===== src/rtl/psu_pkg.sv =====
// ----------------------------------------------------------------------------
// psu_pkg
// Shared constants for the Phong specular term pipeline.
// ----------------------------------------------------------------------------
package psu_pkg;

  localparam int FRAC_BITS  = 16;
  localparam int SHININESS  = 100;
  localparam int SHIN_BITS  = 8;
  localparam int MANT_BITS  = 15;
  localparam int SPEC_W     = 24;
  localparam int ISQRT_LAT  = 32;
  localparam int CDIV_STEPS = 31;
  localparam int CDIV_LAT   = CDIV_STEPS + 1;
  localparam int QSH        = 30 - FRAC_BITS;
  localparam int NUM_W      = SPEC_W + 31;
  localparam int QN_W       = NUM_W - QSH;

  localparam logic [30:0]       ONE_Q30  = 31'h4000_0000;
  localparam logic [SPEC_W-1:0] SPEC_MAX = '1;

  localparam logic [1:0] REG_CAM_X = 2'd0;
  localparam logic [1:0] REG_CAM_Y = 2'd1;
  localparam logic [1:0] REG_CAM_Z = 2'd2;
  localparam logic [1:0] REG_TOTAL = 2'd3;

  typedef logic signed [31:0] q16_t;

  typedef struct packed {
    logic              kill;
    logic [SPEC_W-1:0] intensity;
  } side_t;

endpackage


===== src/rtl/psu_cdiv.sv =====
// ----------------------------------------------------------------------------
// psu_cdiv
// Pipelined restoring divider for the Q1.30 cosine, one quotient bit a stage.
// ----------------------------------------------------------------------------
module psu_cdiv (
  input  logic        clk,
  input  logic        rst_n,
  input  logic        in_vld,
  input  logic [31:0] in_rv,
  input  logic [31:0] in_len,
  output logic        out_vld,
  output logic [30:0] out_c
);
  import psu_pkg::*;

  logic        vld_r [CDIV_LAT];
  logic [31:0] rem_r [CDIV_LAT];
  logic [31:0] d_r   [CDIV_LAT];
  logic [30:0] q_r   [CDIV_LAT];
  logic        nb_r;

  // rv << 30 over len; rv never exceeds len, so rv >> 1 is a valid start
  always_ff @(posedge clk) begin
    if (!rst_n) begin
      vld_r[0] <= 1'b0;
    end else begin
      vld_r[0] <= in_vld;
    end
  end

  always_ff @(posedge clk) begin
    rem_r[0] <= {1'b0, in_rv[31:1]};
    d_r[0]   <= in_len;
    q_r[0]   <= '0;
    nb_r     <= in_rv[0];
  end

  genvar i;
  generate
    for (i = 1; i <= CDIV_STEPS; i++) begin : g_step
      logic        nbit;
      logic [32:0] sh;
      logic        ge;
      if (i == 1) begin : g_first
        assign nbit = nb_r;
      end else begin : g_next
        assign nbit = 1'b0;
      end
      assign sh = {rem_r[i-1], nbit};
      assign ge = sh >= {1'b0, d_r[i-1]};

      always_ff @(posedge clk) begin
        if (!rst_n) begin
          vld_r[i] <= 1'b0;
        end else begin
          vld_r[i] <= vld_r[i-1];
        end
      end

      always_ff @(posedge clk) begin
        rem_r[i] <= ge ? 32'(sh - {1'b0, d_r[i-1]}) : sh[31:0];
        d_r[i]   <= d_r[i-1];
        q_r[i]   <= {q_r[i-1][29:0], ge};
      end
    end
  endgenerate

  assign out_vld = vld_r[CDIV_LAT-1];
  assign out_c   = q_r[CDIV_LAT-1];

endmodule

===== config.mk =====
export PLATFORM = sky130hd
export DESIGN_NAME = psu_cdiv
export DESIGN_NICKNAME = d
export VERILOG_FILES = /design/src/rtl/psu_pkg.sv /design/src/rtl/psu_cdiv.sv
export SDC_FILE = /design/constraint.sdc
export NUM_CORES = 2
export LEC_CHECK = 0
export ABC_AREA = 0
export BUFFER_PORTS_ARGS = -buffer_cell sky130_fd_sc_hd__clkbuf_2
export CORE_MARGIN = 2
export CORE_UTILIZATION = 50
export CTS_CLUSTER_DIAMETER = 120
export DETAILED_ROUTE_END_ITERATION = 8
export HOLD_SLACK_MARGIN = 0.12
export MAX_ROUTING_LAYER = met4
export PLACE_DENSITY = 0.68
export SLEW_MARGIN = 5
export SYNTH_ARGS = -nofsm -noshare
export SYNTH_HDL_FRONTEND = slang
export SYNTH_SLANG_ARGS = --single-unit
export TNS_END_PERCENT = 100

===== constraint.sdc =====
create_clock -name clk -period 3.4 [get_ports clk]
set_input_delay 0.68 -clock clk [delete_from_list [all_inputs] [get_ports clk]]
set_output_delay 0.68 -clock clk [all_outputs]
set_load 0.005 [all_outputs]

Yosys cells after proc, flatten, opt, wreduce, memory -nomap -nowiden
Memories as Yosys holds them, arrays and structs flattened.
Index checks and enable logic that the tools add are counted.
W data, S select, Z words.
{ "word_totals": {"ff_bits": 1, "ram_bits": 3072, "elab_cells": 164, "memories": 4} }
{ "op_classes": {"add_sub_neg": 31, "n_lt_le_gt_ge": 31, "muxes": 65, "n_bitwise": 32} }
{ "mem_list": {"columns": ["memory", "depth", "width", "read_ports", "rd_clocked_by_memory_dff", "wr", "line", "text"], "rows": [
  ["d_r", 32, 32, 31, 0, 32, "psu_cdiv.sv:18", "logic [31:0] d_r [CDIV_LAT];"],
  ["rem_r", 32, 32, 31, 0, 32, "psu_cdiv.sv:17", "logic [31:0] rem_r [CDIV_LAT];"],
  ["q_r", 32, 31, 32, 0, 32, "psu_cdiv.sv:19", "logic [30:0] q_r [CDIV_LAT];"],
  ["vld_r", 32, 1, 32, 0, 32, "psu_cdiv.sv:16", "logic vld_r [CDIV_LAT];"]
]} }
{ "ops": {"columns": ["op", "count"], "rows": [
  ["$ge A33 B32 Y1", 31],
  ["$mux W32", 31],
  ["$sub A32 B32 Y32", 31],
  ["$mux W1", 34],
  ["$or A1 B1 Y1", 32]
]} }

Logic depth before layout (Yosys ltp)
An unclocked memory read counts as a cell.
{ "depth": {"word_depth": 3, "mapped_depth": 16, "depth_no_buf": 14} }

Worst setup path before layout
Ideal clock, no wire load.
{ "synth_path": {"kind": "register -> register", "from": "memory d_r[23][1] (netlist: d_r[2][225])", "to": "memory rem_r[24][24]", "setup_ns": 0.121, "arrival_time_ns": 3.186, "required_time_ns": 3.279, "setup_slack_ns": 0.093, "stages_incl_launch_ff": 15, "path_buffers": 1, "synth_period_minus_slack_ns": 3.307, "cell_sequence": "dfxtp_1 inv_1 ha_1 nor2b_1 o31ai_1 a21oi_2 a2111oi_4 o21ai_2 o41ai_4 o21ai_2 a41o_1 a41oi_2 buf_6 inv_4 mux2_4"} }
{ "synth_rtl": {"columns": ["item", "line"], "rows": [
  ["start, declared", "psu_cdiv.sv:18"],
  ["end, declared", "psu_cdiv.sv:17"]
]} }

==> summary.txt <==
Yosys
  • Post-synth EDFFs: 0
  • Syn nets: 13100
  • Synth cell types: 105
  • Most common flop cell mapped by yosys: dfxtp_1
  • Cell count after synthesis: 12000
  • Synth Cell Area: 0.112 mm^2
  • Avg Inst Size Synth: 9.35 um^2
  • Register area share after synthesis: 44.9%
  • Synth warn: 0
  • FFs w/ async S/R, synth: 0%
  • Synth Register Bits: 2512

Setup path
  • Crit. End Element: flip-flop
  • Origin of the critical flop-to-flop path: d_r[1][193]$_DFF_P_
  • Critical path class: reg2reg
  • Top fanout value on the critical path: 5
  • Reg2reg setup slack: -30 ps
  • Data arrival, critical path: 4200 ps
  • Required time of the critical path: 4170 ps
  • Startpoint types: flip-flop
  • R2R Path End: rem_r[15][10]$_DFF_P_
  • Worst Reg-to-Reg Cells: 14

Floorplanning
  • Die width: 477 um
  • Initial Utilization: 50.4%
  • Area of the core: 0.223 mm^2
  • # rows: 173
  • Die ar.: 0.228 mm^2
  • I/O Pins: 99
  • Floorplan die height: 477 um

Finish
  • Synth-to-Final Area Change: 18.3%
  • Fin cells: 16000
  • Layout cells sized above 1: 14.2%
  • # nets final: 13900

Detailed routing
  • Final antenna-violating net count: 0
  • Via density: 5.38
  • Pre-antenna DRT Iters: 6
  • Final WL: 280000 um
  • # DRC: 0
  • Vias: 86000
  • Wire length per cell: 17.5 um
  • First DRT Iteration DRCs: 5354

Timing
  • Fin. max-slew vios: 0
  • Final worst slack: -27.6 ps
  • Worst-margin pin slew: 640 ps
  • Rel. slew slack: 56.2%
  • Fin. Hold Viols: 0
  • Fmax achieved: 292 MHz
  • Unrepaired setup endpoints after global routing: true
  • Setup violators final: 3
  • Period minus WS final: 3430 ps
  • Clock Skews: 61.5 ps
  • Period utilization: 101%

Clock tree
  • Clock-pin slew on the worst setup and hold paths: 60 ps
  • H-tree level count: 5
  • Clk buf depth: 4
  • CTS root buf: clkbuf_16
  • Worst-skew pair later-pin latency: 930 ps
  • CTS Sinks: 2512
  • CTS buffer count: 279
  • CTS tree: yes

Global routing
  • GRT Residual Overflow: 0
  • Vias in the first global route: 84600
  • Largest net degree at the start of global routing: 61
  • First-pass GRT wire length: 435000 um
  • Initial antenna violation count: 9
  • Total track usage: 24.0%

Place
  • Number of port buffers: 98
  • Placed Cells: 15300
  • Final HPWL from detailed placement: 214000 um
  • GP Congestion: 0.939

Power and ir drop
  • Pwr dens: 1150 mW/mm^2
  • Total Power: 152 mW
  • Leak pwr: 62.0 nW
  • VDD IR max: 605 uV

Min path
  • Min-Delay Path Depth: 0
  • Worst min path class: reg2reg
  • Hold EP: q_r[6][6]$_DFF_P_
  • Worst hold start: q_r[5][36]$_DFF_P_

Run status
  • Failing checks: negative setup slack
  • Status: complete, but fails checks

Run
  • # Max-Cap Violations: 0
## through the flow
| stage | area [um^2] | setup TNS, ps | utilization [%] | hold slack [ps] | setup WS, ps |
|---|---|---|---|---|---|
| 2_1_floorplan | 112000 | 0 | - | 310 | 92.6 |
| 3_3_place_gp | 120000 | -4620 | 53.9 | 310 | -156 |
| 3_5_place_dp | 120000 | -5420 | 53.9 | 312 | -172 |
| 4_1_cts | 130000 | 0 | 58.4 | 280 | 1.79 |
| 5_1_grt | 132000 | -4310 | 59.5 | 290 | -137 |
| 6_report | 133000 | -70.0 | 59.5 | 288 | -27.6 |
## registers in the layout (all words and copies together), names as in the netlist
name         count
d_r            992
rem_r          991
q_r            496
vld_r           32
g_step.nbit      1
## how the worst max path moves through the flow
stage / cells past startpoint / to / slack (ps) / startpoint
final: 14 / rem_r[15][10]$_DFF_P_ / -30 / d_r[1][193]$_DFF_P_
after global routing: 14 / rem_r[15][21]$_DFF_P_ / -140 / d_r[1][193]$_DFF_P_
after CTS: 15 / rem_r[9][11]$_DFF_P_ / 2 / d_r[1][1]$_DFF_P_
after detailed placement: 13 / rem_r[27][3]$_DFF_P_ / -170 / d_r[3][65]$_DFF_P_
after global placement: 13 / rem_r[27][3]$_DFF_P_ / -160 / d_r[3][65]$_DFF_P_
after floorplan: 14 / rem_r[24][24]$_DFF_P_ / 90 / d_r[2][225]$_DFF_P_
## kinds of logic after synthesis
| group | count (synthesis) | synth area share [%] |
|---|---|---|
| compound gates | 3178 | 17.7 |
| xor+xnor | 812 | 6.35 |
| fa+ha+maj | 1021 | 11.6 |
| buf+inv | 1533 | 5.36 |
| flops | 2512 | 44.9 |
| mux | 285 | 2.86 |
| simple gates | 2646 | 11.3 |
## critical path: stages (launching register included)
cell	delay, ps
dfxtp_2	340
inv_2	50
ha_4	210
nor2b_4	120
o31a_1	330
o311ai_4	310
nand4_1	260
a2111oi_2	410
buf_4	180
o31ai_4	60
o21a_1	210
nor2_2	140
o211a_4	240
buf_12	140
mux2_4	290
## cell usage after synthesis, drive strengths merged (44+ instances only)
cell,n,area share [%]
dfxtp,2512,45
inv,1236,4.1
ha,991,11
a21oi,956,4.3
nand2,921,3.1
o21ai,866,3.9
nor2,602,2.0
a21o,493,3.3
xnor2,437,3.4
xor2,375,2.9
mux2,271,2.7
clkbuf,189,0.64
nand3,174,0.78
nor2b,162,0.90
nand2b,151,0.84
o21a,139,0.93
nand4,132,0.74
nor3,115,0.52
and3,111,0.62
buf,108,0.58
o21bai,105,0.70
a31oi,92,0.51
and2,72,0.40
a211oi,66,0.45
o31ai,66,0.48
nor4,44,0.27
## repair_timing
action,4_1_cts,5_1_grt
cloned,0,22
buffers inserted,5,63
hold buffers,65,0
endpoints found under the hold margin,65,0
setup endpoints to repair,236,736
gates resized for setup,44,371
pin swaps,16,143
## layout make-up
class                      instances  area [um^2]
timing repair buffer             836         7100
sequential                      2512        50300
multi-input combinational       7942        57400
fill                           19000        90000
clock buffer                     372         7940
inverter                        1236         4640
clock inverter                   101         1330
antenna                            7         17.5
tap                             2975         3720
## metal layers
layer	wire [um]	GRT usage, %	vias up
met2	140000	42.4	2160
met4	10400	8.72	0
met3	12000	2.83	705
li1	-	-	42900
met5	0	-	-
met1	117000	27.8	40200
## layout by cell type (no fill, tap or decap), drive strengths merged, types with 492 or more instances in the layout
cell type  count
nand2        921
buf          651
inv         1247
dfxtp       2512
a21oi        956
nor2         602
ha           991
a21o         493
o21ai        866
clkbuf       492
## report_power, final
group | switching (mW) | internal (mW) | leakage, nW | total, mW
sequential | 6.02 | 39.6 | 21.2 | 45.7
clock | 11.7 | 18.4 | 4.53 | 30.2
combinational | 40.1 | 35.8 | 36.3 | 76.0
Note: power is estimated with default switching activity, not from simulation.
