--- config.mk ---
export PLATFORM = sky130hd
export DESIGN_NAME = psu_isqrt
export DESIGN_NICKNAME = d
export VERILOG_FILES = /design/src/rtl/psu_pkg.sv /design/src/rtl/psu_isqrt.sv
export SDC_FILE = /design/constraint.sdc
export NUM_CORES = 2
export LEC_CHECK = 0
export BUFFER_PORTS_ARGS = -buffer_cell sky130_fd_sc_hd__buf_2
export CAP_MARGIN = 0
export CORE_UTILIZATION = 49
export DETAILED_ROUTE_END_ITERATION = 8
export GPL_TIMING_DRIVEN = 0
export SYNTH_ARGS = -nofsm -noshare
export SYNTH_HDL_FRONTEND = slang
export SYNTH_MEMORY_MAX_BITS = 65536
export SYNTH_SLANG_ARGS = --single-unit
--- constraint.sdc ---
create_clock -name clk -period 5.1 [get_ports clk]
set_clock_uncertainty 0.05 [all_clocks]
set_input_delay 0.255 -clock clk [delete_from_list [all_inputs] [get_ports clk]]
set_output_delay 0.255 -clock clk [all_outputs]
set_load 0.02 [all_outputs]
--- src/rtl/psu_pkg.sv ---
// ----------------------------------------------------------------------------
// psu_pkg
// Shared constants for the Phong specular term pipeline.
// ----------------------------------------------------------------------------
package psu_pkg;

  localparam int FRAC_BITS  = 16;
  localparam int SHININESS  = 100;
  localparam int SHIN_BITS  = 8;
  localparam int MANT_BITS  = 15;
  localparam int SPEC_W     = 24;
  localparam int ISQRT_LAT  = 32;
  localparam int CDIV_STEPS = 31;
  localparam int CDIV_LAT   = CDIV_STEPS + 1;
  localparam int QSH        = 30 - FRAC_BITS;
  localparam int NUM_W      = SPEC_W + 31;
  localparam int QN_W       = NUM_W - QSH;

  localparam logic [30:0]       ONE_Q30  = 31'h4000_0000;
  localparam logic [SPEC_W-1:0] SPEC_MAX = '1;

  localparam logic [1:0] REG_CAM_X = 2'd0;
  localparam logic [1:0] REG_CAM_Y = 2'd1;
  localparam logic [1:0] REG_CAM_Z = 2'd2;
  localparam logic [1:0] REG_TOTAL = 2'd3;

  typedef logic signed [31:0] q16_t;

  typedef struct packed {
    logic              kill;
    logic [SPEC_W-1:0] intensity;
  } side_t;

endpackage

--- src/rtl/psu_isqrt.sv ---
// ----------------------------------------------------------------------------
// psu_isqrt
// Pipelined floor square root of a 64-bit value, one result bit per stage.
// ----------------------------------------------------------------------------
module psu_isqrt (
  input  logic        clk,
  input  logic        rst_n,
  input  logic        in_vld,
  input  logic [63:0] in_x,
  output logic        out_vld,
  output logic [31:0] out_root
);
  import psu_pkg::*;

  logic        vld_r [ISQRT_LAT];
  logic [63:0] x_r   [ISQRT_LAT];
  logic [63:0] res_r [ISQRT_LAT];

  genvar i;
  generate
    for (i = 0; i < ISQRT_LAT; i++) begin : g_step
      localparam logic [63:0] BIT = 64'd1 << (62 - 2 * i);
      logic        vp;
      logic [63:0] xp, rp, trial;
      if (i == 0) begin : g_first
        assign vp = in_vld;
        assign xp = in_x;
        assign rp = '0;
      end else begin : g_next
        assign vp = vld_r[i-1];
        assign xp = x_r[i-1];
        assign rp = res_r[i-1];
      end
      assign trial = rp + BIT;

      always_ff @(posedge clk) begin
        if (!rst_n) begin
          vld_r[i] <= 1'b0;
        end else begin
          vld_r[i] <= vp;
        end
      end

      always_ff @(posedge clk) begin
        if (xp >= trial) begin
          x_r[i]   <= xp - trial;
          res_r[i] <= (rp >> 1) + BIT;
        end else begin
          x_r[i]   <= xp;
          res_r[i] <= rp >> 1;
        end
      end
    end
  endgenerate

  assign out_vld  = vld_r[ISQRT_LAT-1];
  assign out_root = res_r[ISQRT_LAT-1][31:0];

endmodule

Yosys cells after proc, flatten, opt, wreduce, memory -nomap -nowiden
Memory sizes are Yosys's and may differ from the RTL's.
Cells that the tools add are included.
{"block": "classes", "n_addsub": 94, "magnitude_cmp": 32, "mux": 194, "bitwise_logic": 96}
{"cell": "2-to-1 mux 64 bit", "count": 64}
{"cell": ">= comparator 64 bit", "count": 31}
{"cell": "subtractor 64 bit", "count": 31}
{"cell": "2-to-1 mux 1 bit", "count": 130}
{"cell": "bitwise OR 1 bit", "count": 96}
{"cell": "adder 63 x 1 -> 64 bit, second input constant", "count": 1}
{"cell": "adder 63 x 11 -> 64 bit, second input constant", "count": 1}
{"cell": "adder 63 x 13 -> 64 bit, second input constant", "count": 1}
{"cell": "adder 63 x 15 -> 64 bit, second input constant", "count": 1}
{"cell": "adder 63 x 17 -> 64 bit, second input constant", "count": 1}
{"cell": "adder 63 x 19 -> 64 bit, second input constant", "count": 1}
{"cell": "adder 63 x 21 -> 64 bit, second input constant", "count": 1}
{"cell": "adder 63 x 23 -> 64 bit, second input constant", "count": 1}
{"cell": "adder 63 x 25 -> 64 bit, second input constant", "count": 1}
{"cell": "adder 63 x 27 -> 64 bit, second input constant", "count": 1}
{"cell": "adder 63 x 29 -> 64 bit, second input constant", "count": 1}
{"cell": "adder 63 x 3 -> 64 bit, second input constant", "count": 1}
{"cell": "adder 63 x 31 -> 64 bit, second input constant", "count": 1}
{"cell": "adder 63 x 33 -> 64 bit, second input constant", "count": 1}
{"cell": "adder 63 x 35 -> 64 bit, second input constant", "count": 1}
{"cell": "adder 63 x 37 -> 64 bit, second input constant", "count": 1}
{"cell": "adder 63 x 39 -> 64 bit, second input constant", "count": 1}
{"cell": "adder 63 x 41 -> 64 bit, second input constant", "count": 1}
{"cell": "adder 63 x 43 -> 64 bit, second input constant", "count": 1}
{"cell": "other kinds (45)", "count": 45}
{"block": "totals", "register_bits": 0, "mem_bits_rw": 4128, "out_inout_bits": 33, "memories": 3}
{"memory": "res_r", "depth": 32, "word_bits": 64, "rd": 32, "rd_ports_with_merged_regs": 0, "wr": 32, "line_no": "psu_isqrt.sv:17", "text": "logic [63:0] res_r [ISQRT_LAT];"}
{"memory": "x_r", "depth": 32, "word_bits": 64, "rd": 31, "rd_ports_with_merged_regs": 0, "wr": 32, "line_no": "psu_isqrt.sv:16", "text": "logic [63:0] x_r [ISQRT_LAT];"}
{"memory": "vld_r", "depth": 32, "word_bits": 1, "rd": 32, "rd_ports_with_merged_regs": 0, "wr": 32, "line_no": "psu_isqrt.sv:15", "text": "logic vld_r [ISQRT_LAT];"}

Longest topological paths before layout
An unclocked memory read counts as a cell.
{"block": "logic_depth", "depth_word": 6, "ltp_mapped": 14}

Worst setup path after synthesis
Ideal clock, no wire load.
{"block": "synth_path", "path_kind": "register -> register", "startpoint": "mem res_r[27][8] (netlist: res_r[1][712])", "endpoint": "mem x_r[28][57] (netlist: x_r[7][57])", "setup_ns": 0.134, "arrival_time_ns": 3.231, "required_ns": 4.916, "path_slack_ns": 1.685, "stages_incl_launch_ff": 13, "path_buffers": 1, "period_less_slack_ns": 3.415, "cell_sequence": "dfxtp_1 > inv_1 > ha_1 > o21ai_0 > a211oi_1 > a2111oi_0 > o21ai_0 > a41oi_1 > o31a_1 > nor4b_1 > clkbuf_1 > nor4_1 > xor2_1"}
{"element": "from (decl)", "line_no": "psu_isqrt.sv:17"}
{"element": "to (decl)", "line_no": "psu_isqrt.sv:16"}

==> run metrics <==
port buffer count 99; DP Wirelength 198,000 um; RD Place Congestion 0.933; number of buffers created by CTS 277; met2 usage 41.6%; end of the critical path x_r[6][244]$_DFF_P_; EDFF count, synth 0; Post-Synthesis Cells 9,614; Peak Freq 208 MHz; die area 0.198 mm2; Synth top area share 53.0%; prevailing post-synth register cell dfxtp_1; Cell Rows 162; minimum hold slack 0.166 ns; status completed; Tmin final 4.82 ns; Setup WS pre-CTS 0.0733 ns; Critical Path RT 5.80 ns; Reg2Reg Depth 12; M3 GR Usage 3.58%; largest net degree at the start of global routing 17; Via-to-Cell Ratio 5.41; crit share post-route 94.4%; element type at the critical path end register; grt peak-use layer met2; Power Density 574 mW/mm2; Worst Path Max Fanout 10; Register-to-Register Setup Slack 0.28 ns; part of the power in registers 44.7%; initial antenna violation count 11; maxcap violations 0; Die Ht 445 um; Leak 49.9 nW; startpoint types register; syn avg cell area 9.99 um2; Overflow after GRT 0; I/O Pins 100; area growth from synthesis to layout 14.8%; antenna-violating nets left 0; NetSw 20.4 mW; peak ir drop on the vdd network 0.000397 V; CTS tree built; synthesis-stage register bit count 2,544; Root Buffer clkbuf_16; final hold violation count 0; commonest cells after routing, fill and taps aside 2,544 x dfxtp_1, 665 x inv_1, 644 x nor2_1, 608 x nand2_1, 599 x a21oi_1; worst skew pair latency 0.93 ns; Cell variety after synth 92; ranking of synthesized cells by area dfxtp_1 53%, ha_1 7.3%, xor2_1 4.0%; Worst slew margin 8.38%; Filler Cells Inserted 17.0k; setup TNS 0 ns; fraction of layout cells with a size suffix above 1 6.94%; Core ar. 0.195 mm2; initial core utilization 49.3%; Comb power frac 23.9%; Total GRT Usage 25.2%; Seq/Total Area, Yosys 53.0%; Critical R2R Capture x_r[6][244]$_DFF_P_; DRC viols 0; DRT iter0 DRCs 4,900; worst-margin pin slew 1.36 ns; Max Slew Vio Count 0; CP Launch Point res_r[1][671]$_DFF_P_; Worst-path clk slew 0.06 ns; Final Setup Violations 0; RSZ-0062 raised after global routing false; CTS sink count 2,544; via count 70.0k; most common cell after layout, fill and taps aside dfxtp_1; Max H-tree Level 5; Pre-antenna DRT Iters 5; maximum root-to-sink buffer count 4; Critical R2R Launch res_r[1][671]$_DFF_P_; most area-hungry cell type in the Yosys netlist dfxtp_1; clock group share of total power 31.4%; Sw Ratio 32.2%; YS warnings 0; first-pass GRT wire length 394,000 um; nets 10.7k; Wirelength per Cell 19.7 um; vias in the first global route 69.0k; Net Count, Synth 10.2k; CP arrival 5.52 ns; min-delay worst type in -> reg; Cell Int Power 43.0 mW; fin worst setup slack 0.284 ns; async set or reset register ratio after synthesis 0%; Setup CP Type reg -> reg; M1 GR Usage 34.5%; drt total wl 255,000 um; Die W 445 um; Mapped Area 0.0961 mm2
==> cell families after synthesis <==
family | Yosys count | share of synthesized area, %
AND/OR/NAND/NOR | 2859 | 15.4
flip-flops | 2544 | 53.0
AO/OA/AOI/OAI | 1825 | 11.9
XOR/XNOR | 872 | 7.95
buffers and inverters | 865 | 3.42
adder cells (fa/ha/maj) | 558 | 7.27
multiplexers | 91 | 1.06
==> how the worst min path moves through the flow <==
stage | startpoint | end | slack (ns) | depth (start not counted)
final | rst_n | vld_r[7][3]$_DFF_P_ | 0.17 | 3
after CTS | rst_n | vld_r[7][3]$_DFF_P_ | 0.08 | 3
after floorplan | in_x[0] | x_r[0][0]$_DFF_P_ | 0.23 | 0
after global placement | x_r[5][71]$_DFF_P_ | x_r[5][135]$_DFF_P_ | 0.28 | 0
after detailed placement | x_r[5][71]$_DFF_P_ | x_r[5][135]$_DFF_P_ | 0.28 | 0
after global routing | rst_n | vld_r[7][3]$_DFF_P_ | 0.16 | 3
==> power groups by stage <==
| stage | Clock, mW | Sequential [mW] | Combinational [mW] |
|---|---|---|---|
| final | 19.9 | 28.3 | 15.2 |
| after global routing | 21.2 | 28.8 | 16.9 |
| after CTS | 20.3 | 28.3 | 15.1 |
| after detailed placement | 0 | 28.7 | 14.9 |
| after global placement | 0 | 28.7 | 14.7 |
| after floorplan | 0 | 27.0 | 11.5 |
==> through the flow <==
step	power [mW]	cells	util, %	area, um2
5_1_grt	66.8	12900	56.6	110000
6_report	63.3	12900	56.6	110000
3_5_place_dp	43.6	12300	51.3	99900
3_3_place_gp	43.4	12300	51.3	99800
4_1_cts	63.7	12900	56.6	110000
2_1_floorplan	38.5	9614	-	96100
==> worst max-delay path, stage by stage, from the launching register on <==
cell      delay [ns]
dfxtp_1         0.38
inv_1           0.06
ha_1            0.27
clkbuf_1        0.39
nand4_1         0.36
nor4_1          0.84
nand4_1         0.43
and4_1          0.35
and2_1          0.16
clkbuf_1        0.34
a211oi_2        0.66
nand4_1         0.20
xnor2_1         0.18
==> state kept, by name, indices dropped and copies added (netlist names) <==
register and flops:
x_r 1984, vld_r 32, res_r 528
==> area by class of cell <==
type / instances / area (um2) / share of cell area [%]
multi-input cells: 6205 / 41900 / 38.0
diodes: 4 / 10.0 / 0.00907
clock buffers: 377 / 7940 / 7.19
repair buffers: 231 / 1810 / 1.64
clock inverters: 94 / 1180 / 1.07
inverters: 668 / 2510 / 2.27
well taps: 2624 / 3280 / 2.98
plain buffers: 197 / 781 / 0.708
flip-flops and latches: 2544 / 50900 / 46.2
==> Yosys cell counts, types with 51 or more instances <==
cell type / instances
xnor2_1: 433
nor2_1: 644
nor3_1: 257
nor2b_1: 74
mux2_2: 81
xor2_1: 439
or4_1: 69
a21o_1: 213
a211oi_1: 64
nand3_1: 162
inv_1: 665
nand2_1: 608
nor4b_1: 51
nand2b_1: 106
or3_1: 81
ha_1: 558
o21a_1: 101
a21oi_1: 599
and2_1: 72
dfxtp_1: 2544
o21ai_0: 424
nand4_1: 154
clkbuf_1: 158
nor4_1: 350
==> routing by layer <==
metal / share of wire [%] / wire [um]
met3: 4.7 / 11900
met1: 47 / 119000
met5: 0 / 0
met4: 2.2 / 5730
met2: 46 / 118000
==> what timing repair did <==
| action | CTS | global route |
|---|---|---|
| endpoints found under the hold margin | 97 | 0 |
| setup buffers | 0 | 0 |
| resized for setup | 0 | 5 |
| hold buffers | 131 | 0 |
| endpoints found under the setup margin | 0 | 39 |
Note: power is estimated with default switching activity, not from simulation.
